<file path="src/rtl/dd_pkg.sv">
// Shared types and constants of the deadlock detector.
package dd_pkg;

    localparam int WORK_W  = 13;
    localparam int AMT_W   = 8;
    localparam int IDX_W   = 4;
    localparam int CFG_W   = 5;
    localparam int CFG_IDX_W = 2;

    localparam logic [WORK_W-1:0] WORK_MAX = 13'd8191;

    localparam logic [CFG_IDX_W-1:0] CFG_PROCESS_COUNT  = 2'd0;
    localparam logic [CFG_IDX_W-1:0] CFG_RESOURCE_COUNT = 2'd1;

    localparam logic [CFG_W-1:0] COUNT_RESET = 5'd16;

    typedef enum logic [1:0] {
        KIND_AVAIL = 2'd0,
        KIND_ALLOC = 2'd1,
        KIND_REQ   = 2'd2,
        KIND_START = 2'd3
    } t_kind;

    typedef struct packed {
        t_kind            kind;
        logic [IDX_W-1:0] process_index;
        logic [IDX_W-1:0] resource_index;
        logic [AMT_W-1:0] amount;
    } t_in_item;

    typedef struct packed {
        logic [IDX_W-1:0] result_process;
        logic             deadlocked;
        logic             any_deadlock;
        logic             last;
    } t_out_item;

    typedef enum logic [1:0] {
        ALU_ZERO = 2'd0,
        ALU_FIT  = 2'd1,
        ALU_ADD  = 2'd2
    } t_alu_op;

    typedef struct packed {
        logic              flag;
        logic [WORK_W-1:0] sum;
    } t_alu_res;

    typedef enum logic [3:0] {
        ST_IDLE,
        ST_ZERO_RD,
        ST_ZERO_EX,
        ST_FIT_PICK,
        ST_FIT_RD,
        ST_FIT_EX,
        ST_REL_RD,
        ST_REL_EX,
        ST_EMIT
    } t_state;

endpackage

</file>
<file path="src/rtl/dd_ram.sv">
// Generic single-write, single-read RAM with registered read data.
module dd_ram #(
    parameter int W = 8,
    parameter int D = 16
) (
    input  logic                               i_clk,
    input  logic                               i_we,
    input  logic [((D > 1) ? $clog2(D) : 1)-1:0] i_waddr,
    input  logic [W-1:0]                       i_wdata,
    input  logic [((D > 1) ? $clog2(D) : 1)-1:0] i_raddr,
    output logic [W-1:0]                       o_rdata
);

    logic [W-1:0] r_mem [D];
    logic [W-1:0] r_rdata;

    always_ff @(posedge i_clk) begin
        if (i_we) begin
            r_mem[i_waddr] <= i_wdata;
        end
        r_rdata <= r_mem[i_raddr];
    end

    assign o_rdata = r_rdata;

endmodule

</file>
<file path="src/rtl/dd_alu.sv">
// Shared compare / saturating add unit, one matrix entry per cycle.
module dd_alu
    import dd_pkg::*;
(
    input  t_alu_op           i_op,
    input  logic [WORK_W-1:0] i_work,
    input  logic [AMT_W-1:0]  i_entry,
    output t_alu_res          o_res
);

    logic [WORK_W:0] sum_wide;

    assign sum_wide = {1'b0, i_work} + (WORK_W + 1)'(i_entry);

    always_comb begin
        o_res.sum  = (sum_wide > {1'b0, WORK_MAX}) ? WORK_MAX : sum_wide[WORK_W-1:0];
        o_res.flag = 1'b0;
        case (i_op)
            ALU_ZERO: o_res.flag = (i_entry == '0);
            ALU_FIT:  o_res.flag = (WORK_W'(i_entry) <= i_work);
            ALU_ADD:  o_res.flag = 1'b1;
            default:  o_res.flag = 1'b0;
        endcase
    end

endmodule

</file>
<file path="src/rtl/deadlock_detector.sv">
// Top level of the deadlock detector: sequencer, mark bits and stores.
//
// Usage: an item is transferred when start is high and busy is low.
// Load kinds (available, allocation, request) write one entry in that
// cycle and never raise busy, so loads stream at one per cycle while idle.
// A start item raises busy and runs the detection over process_count rows
// and resource_count columns, set through the write port (i_cfg_we,
// i_cfg_index, i_cfg_data); the user must write them only while the block
// is idle; the block itself does not enforce it. In a start, each matrix
// or work-vector element is a RAM read, then the shared compare/add unit.
// The zero-allocation scan covers every element; each fixed-point pass
// skips marked rows, checks each unmarked row (a failing compare ends the
// row early) and adds each released row's allocation to the work vector;
// at most N+1 passes. Then N results follow, one per cycle, each on
// o_result with o_strobe for one cycle, the last with last set; busy drops
// in the cycle the last result is shown, so the next item may be sent then.
// The receiver cannot stall: results are never held back.
// Reset (synchronous, active low) clears the marks and state and sets both
// counts to 16; the work vector and matrices are not cleared.
module deadlock_detector
    import dd_pkg::*;
#(
    parameter int MAX_PROCS = 16,
    parameter int MAX_RES   = 16
) (
    input  logic                 i_clk,
    input  logic                 i_rst_n,
    input  logic                 start,
    output logic                 busy,
    input  t_in_item             i_item,
    output logic                 o_strobe,
    output t_out_item            o_result,
    input  logic                 i_cfg_we,
    input  logic [CFG_IDX_W-1:0] i_cfg_index,
    input  logic [CFG_W-1:0]     i_cfg_data
);

    localparam int PW        = $clog2(MAX_PROCS);
    localparam int RW        = (MAX_RES > 1) ? $clog2(MAX_RES) : 1;
    localparam int CW        = $clog2(MAX_PROCS + 1);
    localparam int RCW       = $clog2(MAX_RES + 1);
    localparam int MAT_DEPTH = MAX_PROCS * (2 ** RW);

    function automatic int clamp_count(logic [CFG_W-1:0] v, int maxv);
        int c;
        c = int'(v);
        if (c < 1) c = 1;
        if (c > maxv) c = maxv;
        return c;
    endfunction

    t_state              r_state, n_state;
    logic [PW-1:0]       r_p, n_p;
    logic [RW-1:0]       r_r, n_r;
    logic                r_acc, n_acc;
    logic                r_progress, n_progress;
    logic                r_any, n_any;
    logic [MAX_PROCS-1:0] r_mark, n_mark;
    logic [CFG_W-1:0]    r_proc_count, r_res_count;
    logic                r_strobe, n_strobe;
    t_out_item           r_out, n_out;

    logic [CW-1:0]       np;
    logic [RCW-1:0]      nr;
    logic                p_last, col_last;
    logic                accept, load_ok, progress_now, dl;
    logic [PW-1:0]       load_p, p_inc;
    logic [RW-1:0]       load_r;

    logic                work_we, alloc_we, req_we;
    logic [RW-1:0]       work_waddr;
    logic [WORK_W-1:0]   work_wdata, work_rdata;
    logic [AMT_W-1:0]    alloc_rdata, req_rdata;
    t_alu_op             alu_op;
    t_alu_res            alu_res;

    assign np = CW'(clamp_count(r_proc_count, MAX_PROCS));
    assign nr = RCW'(clamp_count(r_res_count, MAX_RES));

    assign p_last   = (CW'(r_p) == np - CW'(1));
    assign col_last = (RCW'(r_r) == nr - RCW'(1));
    assign p_inc    = r_p + PW'(1);

    assign busy   = (r_state != ST_IDLE);
    assign accept = start && !busy;
    assign load_p = PW'(i_item.process_index);
    assign load_r = RW'(i_item.resource_index);
    assign load_ok = (int'(i_item.resource_index) < MAX_RES) &&
                     ((i_item.kind == KIND_AVAIL) ||
                      (int'(i_item.process_index) < MAX_PROCS));

    // a release in this cycle counts as progress for the pass-end decision
    assign progress_now = r_progress || (r_state == ST_REL_EX);
    assign dl = !r_mark[r_p];

    // ---- stores ----
    assign alloc_we = accept && (i_item.kind == KIND_ALLOC) && load_ok;
    assign req_we   = accept && (i_item.kind == KIND_REQ) && load_ok;
    assign work_we  = (accept && (i_item.kind == KIND_AVAIL) && load_ok) ||
                      (r_state == ST_REL_EX);
    assign work_waddr = (r_state == ST_REL_EX) ? r_r : load_r;
    assign work_wdata = (r_state == ST_REL_EX) ? alu_res.sum : WORK_W'(i_item.amount);

    dd_ram #(.W(WORK_W), .D(MAX_RES)) u_work (
        .i_clk   (i_clk),
        .i_we    (work_we),
        .i_waddr (work_waddr),
        .i_wdata (work_wdata),
        .i_raddr (r_r),
        .o_rdata (work_rdata)
    );

    dd_ram #(.W(AMT_W), .D(MAT_DEPTH)) u_alloc (
        .i_clk   (i_clk),
        .i_we    (alloc_we),
        .i_waddr ({load_p, load_r}),
        .i_wdata (i_item.amount),
        .i_raddr ({r_p, r_r}),
        .o_rdata (alloc_rdata)
    );

    dd_ram #(.W(AMT_W), .D(MAT_DEPTH)) u_req (
        .i_clk   (i_clk),
        .i_we    (req_we),
        .i_waddr ({load_p, load_r}),
        .i_wdata (i_item.amount),
        .i_raddr ({r_p, r_r}),
        .o_rdata (req_rdata)
    );

    // ---- shared unit ----
    always_comb begin
        case (r_state)
            ST_FIT_EX: alu_op = ALU_FIT;
            ST_REL_EX: alu_op = ALU_ADD;
            default:   alu_op = ALU_ZERO;
        endcase
    end

    dd_alu u_alu (
        .i_op    (alu_op),
        .i_work  (work_rdata),
        .i_entry ((r_state == ST_FIT_EX) ? req_rdata : alloc_rdata),
        .o_res   (alu_res)
    );

    // ---- next state ----
    always_comb begin
        n_state = r_state;
        case (r_state)
            ST_IDLE: begin
                if (accept && (i_item.kind == KIND_START)) n_state = ST_ZERO_RD;
            end
            ST_ZERO_RD: n_state = ST_ZERO_EX;
            ST_ZERO_EX: begin
                n_state = (col_last && p_last) ? ST_FIT_PICK : ST_ZERO_RD;
            end
            ST_FIT_PICK: begin
                if (!r_mark[r_p]) begin
                    n_state = ST_FIT_RD;
                end else if (p_last && !progress_now) begin
                    n_state = ST_EMIT;
                end
            end
            ST_FIT_RD: n_state = ST_FIT_EX;
            ST_FIT_EX: begin
                if (!alu_res.flag) begin
                    n_state = (p_last && !progress_now) ? ST_EMIT : ST_FIT_PICK;
                end else if (col_last) begin
                    n_state = ST_REL_RD;
                end else begin
                    n_state = ST_FIT_RD;
                end
            end
            ST_REL_RD: n_state = ST_REL_EX;
            ST_REL_EX: begin
                n_state = col_last ? ST_FIT_PICK : ST_REL_RD;
            end
            ST_EMIT: begin
                if (p_last) n_state = ST_IDLE;
            end
            default: n_state = ST_IDLE;
        endcase
    end

    // ---- datapath / outputs ----
    always_comb begin
        n_p        = r_p;
        n_r        = r_r;
        n_acc      = r_acc;
        n_progress = r_progress;
        n_any      = r_any;
        n_mark     = r_mark;
        n_strobe   = 1'b0;
        n_out      = r_out;
        case (r_state)
            ST_IDLE: begin
                if (accept && (i_item.kind == KIND_START)) begin
                    n_p        = '0;
                    n_r        = '0;
                    n_acc      = 1'b1;
                    n_mark     = '0;
                    n_progress = 1'b0;
                end
            end
            ST_ZERO_EX: begin
                if (col_last) begin
                    n_mark[r_p] = r_acc && alu_res.flag;
                    n_p   = p_last ? '0 : p_inc;
                    n_r   = '0;
                    n_acc = 1'b1;
                end else begin
                    n_r   = r_r + RW'(1);
                    n_acc = r_acc && alu_res.flag;
                end
            end
            ST_FIT_PICK: begin
                n_r = '0;
                if (r_mark[r_p]) begin
                    n_p = p_last ? '0 : p_inc;
                    if (p_last) begin
                        n_progress = 1'b0;
                        n_any      = 1'b0;
                    end
                end
            end
            ST_FIT_EX: begin
                if (!alu_res.flag) begin
                    n_r = '0;
                    n_p = p_last ? '0 : p_inc;
                    if (p_last) begin
                        n_progress = 1'b0;
                        n_any      = 1'b0;
                    end
                end else begin
                    n_r = col_last ? '0 : r_r + RW'(1);
                end
            end
            ST_REL_EX: begin
                if (col_last) begin
                    n_mark[r_p] = 1'b1;
                    n_r         = '0;
                    n_p         = p_last ? '0 : p_inc;
                    n_progress  = !p_last;
                end else begin
                    n_r = r_r + RW'(1);
                end
            end
            ST_EMIT: begin
                n_strobe             = 1'b1;
                n_out.result_process = IDX_W'(r_p);
                n_out.deadlocked     = dl;
                n_out.last           = p_last;
                n_out.any_deadlock   = p_last && (r_any || dl);
                n_any                = r_any || dl;
                n_p                  = p_inc;
            end
            default: ;
        endcase
    end

    always_ff @(posedge i_clk) begin
        if (!i_rst_n) begin
            r_state      <= ST_IDLE;
            r_mark       <= '0;
            r_progress   <= 1'b0;
            r_any        <= 1'b0;
            r_strobe     <= 1'b0;
            r_proc_count <= COUNT_RESET;
            r_res_count  <= COUNT_RESET;
        end else begin
            r_state    <= n_state;
            r_mark     <= n_mark;
            r_progress <= n_progress;
            r_any      <= n_any;
            r_strobe   <= n_strobe;
            if (i_cfg_we && (i_cfg_index == CFG_PROCESS_COUNT)) r_proc_count <= i_cfg_data;
            if (i_cfg_we && (i_cfg_index == CFG_RESOURCE_COUNT)) r_res_count <= i_cfg_data;
        end
        r_p   <= n_p;
        r_r   <= n_r;
        r_acc <= n_acc;
        r_out <= n_out;
    end

    assign o_strobe = r_strobe;
    assign o_result = r_out;

    // ---- checks ----
    a_last_ends_job: assert property (@(posedge i_clk) disable iff (!i_rst_n)
        (o_strobe && o_result.last) |-> !busy)
        else $error("busy still high with final result");

    a_mid_result_busy: assert property (@(posedge i_clk) disable iff (!i_rst_n)
        (o_strobe && !o_result.last) |-> busy)
        else $error("non-final result while idle");

    a_any_on_last: assert property (@(posedge i_clk) disable iff (!i_rst_n)
        (o_strobe && o_result.any_deadlock) |-> o_result.last)
        else $error("any_deadlock off the final result");

    a_start_busy: assert property (@(posedge i_clk) disable iff (!i_rst_n)
        (accept && (i_item.kind == KIND_START)) |=> busy)
        else $error("start transfer did not raise busy");

endmodule
</file>
<file path="config.mk">
export PLATFORM = sky130hd
export DESIGN_NAME = deadlock_detector
export DESIGN_NICKNAME = d
export VERILOG_FILES = /design/src/rtl/dd_pkg.sv /design/src/rtl/dd_ram.sv /design/src/rtl/dd_alu.sv /design/src/rtl/deadlock_detector.sv
export SDC_FILE = /design/constraint.sdc
export NUM_CORES = 2
export LEC_CHECK = 0
export BUFFER_PORTS_ARGS = -buffer_cell sky130_fd_sc_hd__buf_2
export CORE_MARGIN = 3
export CORE_UTILIZATION = 40
export DETAILED_ROUTE_END_ITERATION = 8
export GPL_TIMING_DRIVEN = 1
export SLEW_MARGIN = 10
export SYNTH_ARGS = -nofsm -noshare
export SYNTH_HDL_FRONTEND = slang
export SYNTH_MEMORY_MAX_BITS = 65536
export SYNTH_SLANG_ARGS = --single-unit
</file>
<file path="constraint.sdc">
create_clock -name i_clk -period 5.8 [get_ports i_clk]
set_input_delay 0 -clock i_clk [delete_from_list [all_inputs] [get_ports i_clk]]
set_output_delay 0 -clock i_clk [all_outputs]
set_load 0.05 [all_outputs]
</file>
; ---- Word-level counts from Yosys, hierarchy flattened
; Memory sizes are Yosys's and may differ from the RTL's. A register that Yosys moved wholly into a read port is not among the register bits.
; Cells that the tools add are included.
[totals]
ff_bits = 49
ram_bits = 4304
inputBits = 29
word_cells = 152
mem_count = 3
[mem_list]
columns = memory, depth, word_bits, rd, rd_ports_with_merged_regs, write_ports, line
row1 = u_alloc.r_mem, 256, 8, 1, 1, 1, dd_ram.sv:14  ; logic [W-1:0] r_mem [D];
row2 = u_req.r_mem, 256, 8, 1, 1, 1, dd_ram.sv:14
row3 = u_work.r_mem, 16, 13, 1, 1, 1, dd_ram.sv:14
[op_classes]
addsub = 5
n_lt_le_gt_ge = 8
eq_ne = 24
n_mux = 58
n_bitwise = 1
reduce_logical = 39
[ops]
columns = cell, count
row1 = > comparator 32 x 6 -> 1 bit (second input constant), 2
row2 = 2-to-1 mux 4 bit, 14
row3 = 2-to-1 mux 16 bit, 3
row4 = one-hot mux 16 bit (3 select lines), 1
row5 = one-hot mux 4 bit (9 select lines), 1
row6 = 2-to-1 mux 13 bit, 2
row7 = 2-to-1 mux 5 bit, 4
row8 = one-hot mux 4 bit (5 select lines), 1
row9 = 2-to-1 mux 1 bit, 19
row10 = bitwise mux 16 bit, 1
row11 = equality test 4 x 3 -> 1 bit (second input constant), 4
row12 = OR 16 bit, 1
row13 = one-hot mux 4 bit (4 select lines), 1
row14 = adder 13 x 8 -> 14 bit, 1
row15 = > comparator 14 x 13 -> 1 bit (second input constant), 1
row16 = <= comparator 8 x 13 -> 1 bit, 1
row17 = logical AND 1 bit, 12
row18 = != test 2 bit (second input constant), 6
row19 = nonzero test 4 bit, 3
row20 = equality test 4 x 5 -> 1 bit, 2
row21 = less-than comparator 5 x 1 -> 1 bit (second input constant), 2
row22 = AND reduction 5 bit, 2
row23 = subtractor 5 x 1 -> 5 bit (second input constant), 2
row24 = adder 4 x 1 -> 4 bit (second input constant), 2
row25 = other kinds (30), 47

; ---- Longest topological paths before layout
[logic_depth]
word_depth = 10
ltp_mapped = 15
depth_no_buf = 14

; ---- By module
; From an unflattened synthesis, not the netlist that was laid out.
[unflattened]
cells_unflattened = 8304
area_unflattened_um2 = 171295.5
[modules_own_cells]
columns = module, n_inst, cells_each, area_per_inst_um2, seq_area_each_um2
row1 = dd_ram at u_alloc ..., 2, 3733, 79556.3, 61659.1
row2 = dd_ram at u_work, 1, 355, 8242.9, 6506.2
row3 = deadlock_detector, 1, 368, 3158.0, 1141.1
row4 = dd_alu, 1, 115, 782.0, 0.0

; ---- Worst setup path before layout
; OpenSTA, ideal clock, no wires.
[synth_path]
path_kind = reg2reg
start = reg r_state[1]
end = mem u_work.r_mem[0][2] in the netlist's numbering (data pin)
setup_time_ns = 0.303
arrival_ns = 3.563
required_ns = 5.497
setup_slack_ns = 1.934
stages_incl_launch_ff = 14
path_buffers = 2
cell_sequence = dfxtp_1 > clkbuf_1 > nor3_1 > clkbuf_1 > mux2_2 > ha_1 > nand2b_1 > a21oi_1 > o21a_1 > o21bai_1 > a211oi_1 > or2_2 > nand4_1 > a31oi_1
[synth_via]
elab_chain_len = 6
elab_cells_between_ends = 7
classes_between = add/sub: 1 / order compare: 1 / eq/ne: 2 / mux: 3
[synth_rtl]
columns = element, line
row1 = start: declaration, deadlock_detector.sv:52  ; t_state r_state, n_state;
row2 = start signal: assignment, deadlock_detector.sv:272  ; r_state <= n_state;
row3 = equality test 4 x 3 -> 1 bit, deadlock_detector.sv:143  ; .i_entry ((r_state == ST_FIT_EX) ? req_rdata : alloc_rdata),
row4 = 2-to-1 mux 8 bit, deadlock_detector.sv:143
row5 = adder 13 x 8 -> 14 bit, dd_alu.sv:13  ; assign sum_wide = {1'b0, i_work} + (WORK_W + 1)'(i_entry);
row6 = > comparator 14 x 13 -> 1 bit, dd_alu.sv:16  ; o_res.sum = (sum_wide > {1'b0, WORK_MAX}) ? WORK_MAX : sum_wide[WORK_W-1:0];
row7 = 2-to-1 mux 13 bit, dd_alu.sv:16
row8 = 2-to-1 mux 13 bit (*), deadlock_detector.sv:102  ; assign work_wdata = (r_state == ST_REL_EX) ? alu_res.sum : WORK_W'(i_item.amount);
row9 = via u_work.i_wdata[2], dd_ram.sv:9  ; input logic [W-1:0] i_wdata,
row10 = end: declaration, dd_ram.sv:14
; The timed path passes the listed nets; every way through them passes the cells marked *.

; ---- Worst setup path after layout
[layout_path]
start = reg r_state[0]
end = mem u_work.r_mem[1][6] in the netlist's numbering (data pin)
; Same word-level chain as after synthesis.

==> out/results.txt <==
Worst-Margin Slew - 1.428 ns
vias in the first global route - 88930
Hold Path Class - in2reg
Area after DPL - 0.1792 mm²
Total Routing Usage GR - 21.72%
commonest cells after routing, fill and taps aside - edfxtp_1 (4320), mux4_2 (805), mux2i_1 (710)
Cells after Synth - 8682
IO Pins - 38
DP HPWL - 287400 µm
Synth top area share - 75.26%
total congestion overflow - 0
Skew-Pair Late Insertion Delay - 0.98 ns
design area - 0.1938 mm²
crit path DAT - 5.99 ns
Synth area leader - edfxtp_1
Post-Place Worst Slack - 0.5970 ns
Pwr Total - 0.07163 W
CP endpoint kind - flop
Pre-Repair DR Iteration Count - 6
final setup fails - 0
Async SR Flop Fraction - 0%
Max VDD drop - 0.2657 mV
Initial DRC Count - 12630
Synth Net Count - 8735
worst setup path startpoint - r_state[0]$_SDFFE_PN0P_
Yosys cell types - 78
setup repair bufs after CTS - 0
fmax - 0.1852 GHz
Area growth, synth to finish - 12.41%
CTS tree - done
Die Footprint - 0.4389 mm²
Hold Vio Cnt, Final - 0
relative max-transition margin - 4.785%
PnR worst setup slack - 0.4013 ns
total CTS buffers - 420
commonest non-fill, non-tap cell in the layout - edfxtp_1
initial antenna violation count - 46
RR Startpoint - r_state[0]$_SDFFE_PN0P_
Bufs on Longest Clock Path - 4
DRC - 0
WS Path Type - reg2reg
Net count, final - 8946
status - finished clean
# fillers - 35830
clk sinks - 4382
GPL Wtd Cong - 0.8490
Synth Area per Inst - 19.85 µm²
H-tree depth - 5
Core ar. - 0.4282 mm²
Yosys reg bits - 4382
std cell rows - 240
PortBufs - 37
vias - 90650
Die Height - 662.5 µm
Pwr Density - 369.7 mW/mm²
yosys warns - 0
worst hold margin - 0.1376 ns
setup TNS - 0 ns
Post-Synthesis Cell Area - 0.1724 mm²
drt wl/cell - 32.63 µm
Tcrit/Tclk final - 93.08%
Worst Skew - 0.04454 ns
pin count of the biggest net entering global routing - 229
via/cell ratio - 6.062
Starting Density - 40.26%
share of layout cells above drive strength 1 - 19.66%
RSZ-0062 raised after global routing - no
startpoint types - flop
Main synth FF type - edfxtp_1
min cycle time layout - 5.399 ns
first-pass GRT wire length - 688600 µm
leakage dissipation - 60.38 nW
Critical Path RT - 6.39 ns
post-synthesis sequential area ratio - 75.98%
Root Buffer Master - clkbuf_16
Crit Path Max Fanout - 16
clk slew on worst S/H paths - 0.06 ns
maxcap violations - 0
Slew Limit Fails - 0
largest cells by area after synthesis - edfxtp_1 (75%), mux4_2 (11%), mux2i_1 (4.1%)
min-delay src - i_item[7]
Routed WL - 488000 µm
die width - 662.5 µm
Routed Antenna Nets - 0
count of flip-flops with a built-in enable after synthesis - 4320
## power by group
part	total [W]	switching [W]	leakage [nW]	internal, W
sequential	0.0351	0.000202	39.5	0.0349
combinational	0.00848	0.00554	14.1	0.00295
clock	0.0281	0.0119	6.82	0.0161
## final timing paths
| path | depth (start not counted) | endpoint | slack [ns] |
|---|---|---|---|
| hold / removal | 2 | u_alloc.r_mem[116][7]$_DFFE_PP_ | 0.14 |
| setup reg to reg | 13 | u_work.r_mem[1][6]$_DFFE_PP_ | 0.40 |
| hold reg to reg | 2 | r_mark[10]$_SDFFE_PN0P_ | 0.47 |
| setup / recovery | 13 | u_work.r_mem[1][6]$_DFFE_PP_ | 0.40 |
## registers in the layout, indices dropped and copies added (netlist names), 7 cells and up
signal	count
u_req.r_mem	2048
r_mark	16
u_work.r_mem	208
o_result	7
u_req.o_rdata	8
u_work.o_rdata	13
u_alloc.o_rdata	8
u_alloc.r_mem	2048
## per-stage QoR
| stage | utilization [%] | cells |
|---|---|---|
| after floorplan | - | 8682 |
| after global placement | 41.84 | 14110 |
| after detailed placement | 41.85 | 14120 |
| after CTS | 45.24 | 14940 |
| after global routing | 45.24 | 14940 |
| final | 45.25 | 14950 |
## logic make-up after synthesis
logic type | share of synthesized area (%)
and+or+nand+nor | 2.794
DFF | 75.98
muxes | 14.73
adders and majority gates | 0.1844
xor gates and xnor gates | 0.09654
buffers and inverters | 2.096
AOI/OAI and AO/OA | 4.129
## synth_stat cells, drive strengths merged, types with 6 or more instances
library cell / count
a2111oi: 6
a211oi: 19
a21boi: 6
a21o: 21
a21oi: 228
a221oi: 28
a22o: 6
a22oi: 28
a311oi: 8
a31oi: 36
a32oi: 9
and2: 17
and3: 7
buf: 301
clkbuf: 262
dfxtp: 62
edfxtp: 4320
ha: 23
inv: 24
mux2: 13
mux2i: 710
mux4: 805
nand2: 142
nand2b: 11
nand3: 83
nand4: 12
nor2: 651
nor2b: 28
nor3: 101
nor4: 18
o211ai: 11
o21a: 6
o21ai: 95
o21bai: 12
o221ai: 268
o22a: 7
o22ai: 164
o311ai: 9
o31ai: 26
or2: 6
or3: 28
xnor2: 13
xor2: 6
## timing repair
action                                 in CTS  in global routing
hold buffers                               43                  0
gates resized for setup                     0                  0
endpoints found under the hold margin    2201                  0
## cell type report
cell class / instances / area, µm² / area share, %
diodes: 15 / 37.54 / 0.01937
clock buffers: 518 / 11050 / 5.704
clock inverters: 263 / 3020 / 1.559
inverters: 25 / 113.9 / 0.05876
multi-input cells: 3712 / 38030 / 19.63
flip-flops and latches: 4382 / 131000 / 67.59
well taps: 5687 / 7116 / 3.672
repair buffers: 352 / 3428 / 1.769
## worst max-delay path: stages, from the launching register on
cell      delay [ns]
dfxtp_1         0.60
nand2_1         0.20
nor3_2          0.18
buf_4           0.23
mux2_2          0.39
ha_1            0.32
nand2b_1        0.18
a21oi_1         0.26
o21a_1          0.18
o21bai_1        0.11
a211oi_1        0.52
or2_2           0.26
nand4_1         0.47
a31oi_1         1.12
## metal layers
layer	GRT usage, %	wire, µm	up-vias	part of all wire, %
met5	0	170	-	0.035
met4	6.653	16400	26	3.4
met3	4.472	49890	815	10
met2	33.60	225200	5150	46
met1	31.06	196300	48210	40
li1	-	-	36460	-
(Power assumes the default switching activity.)
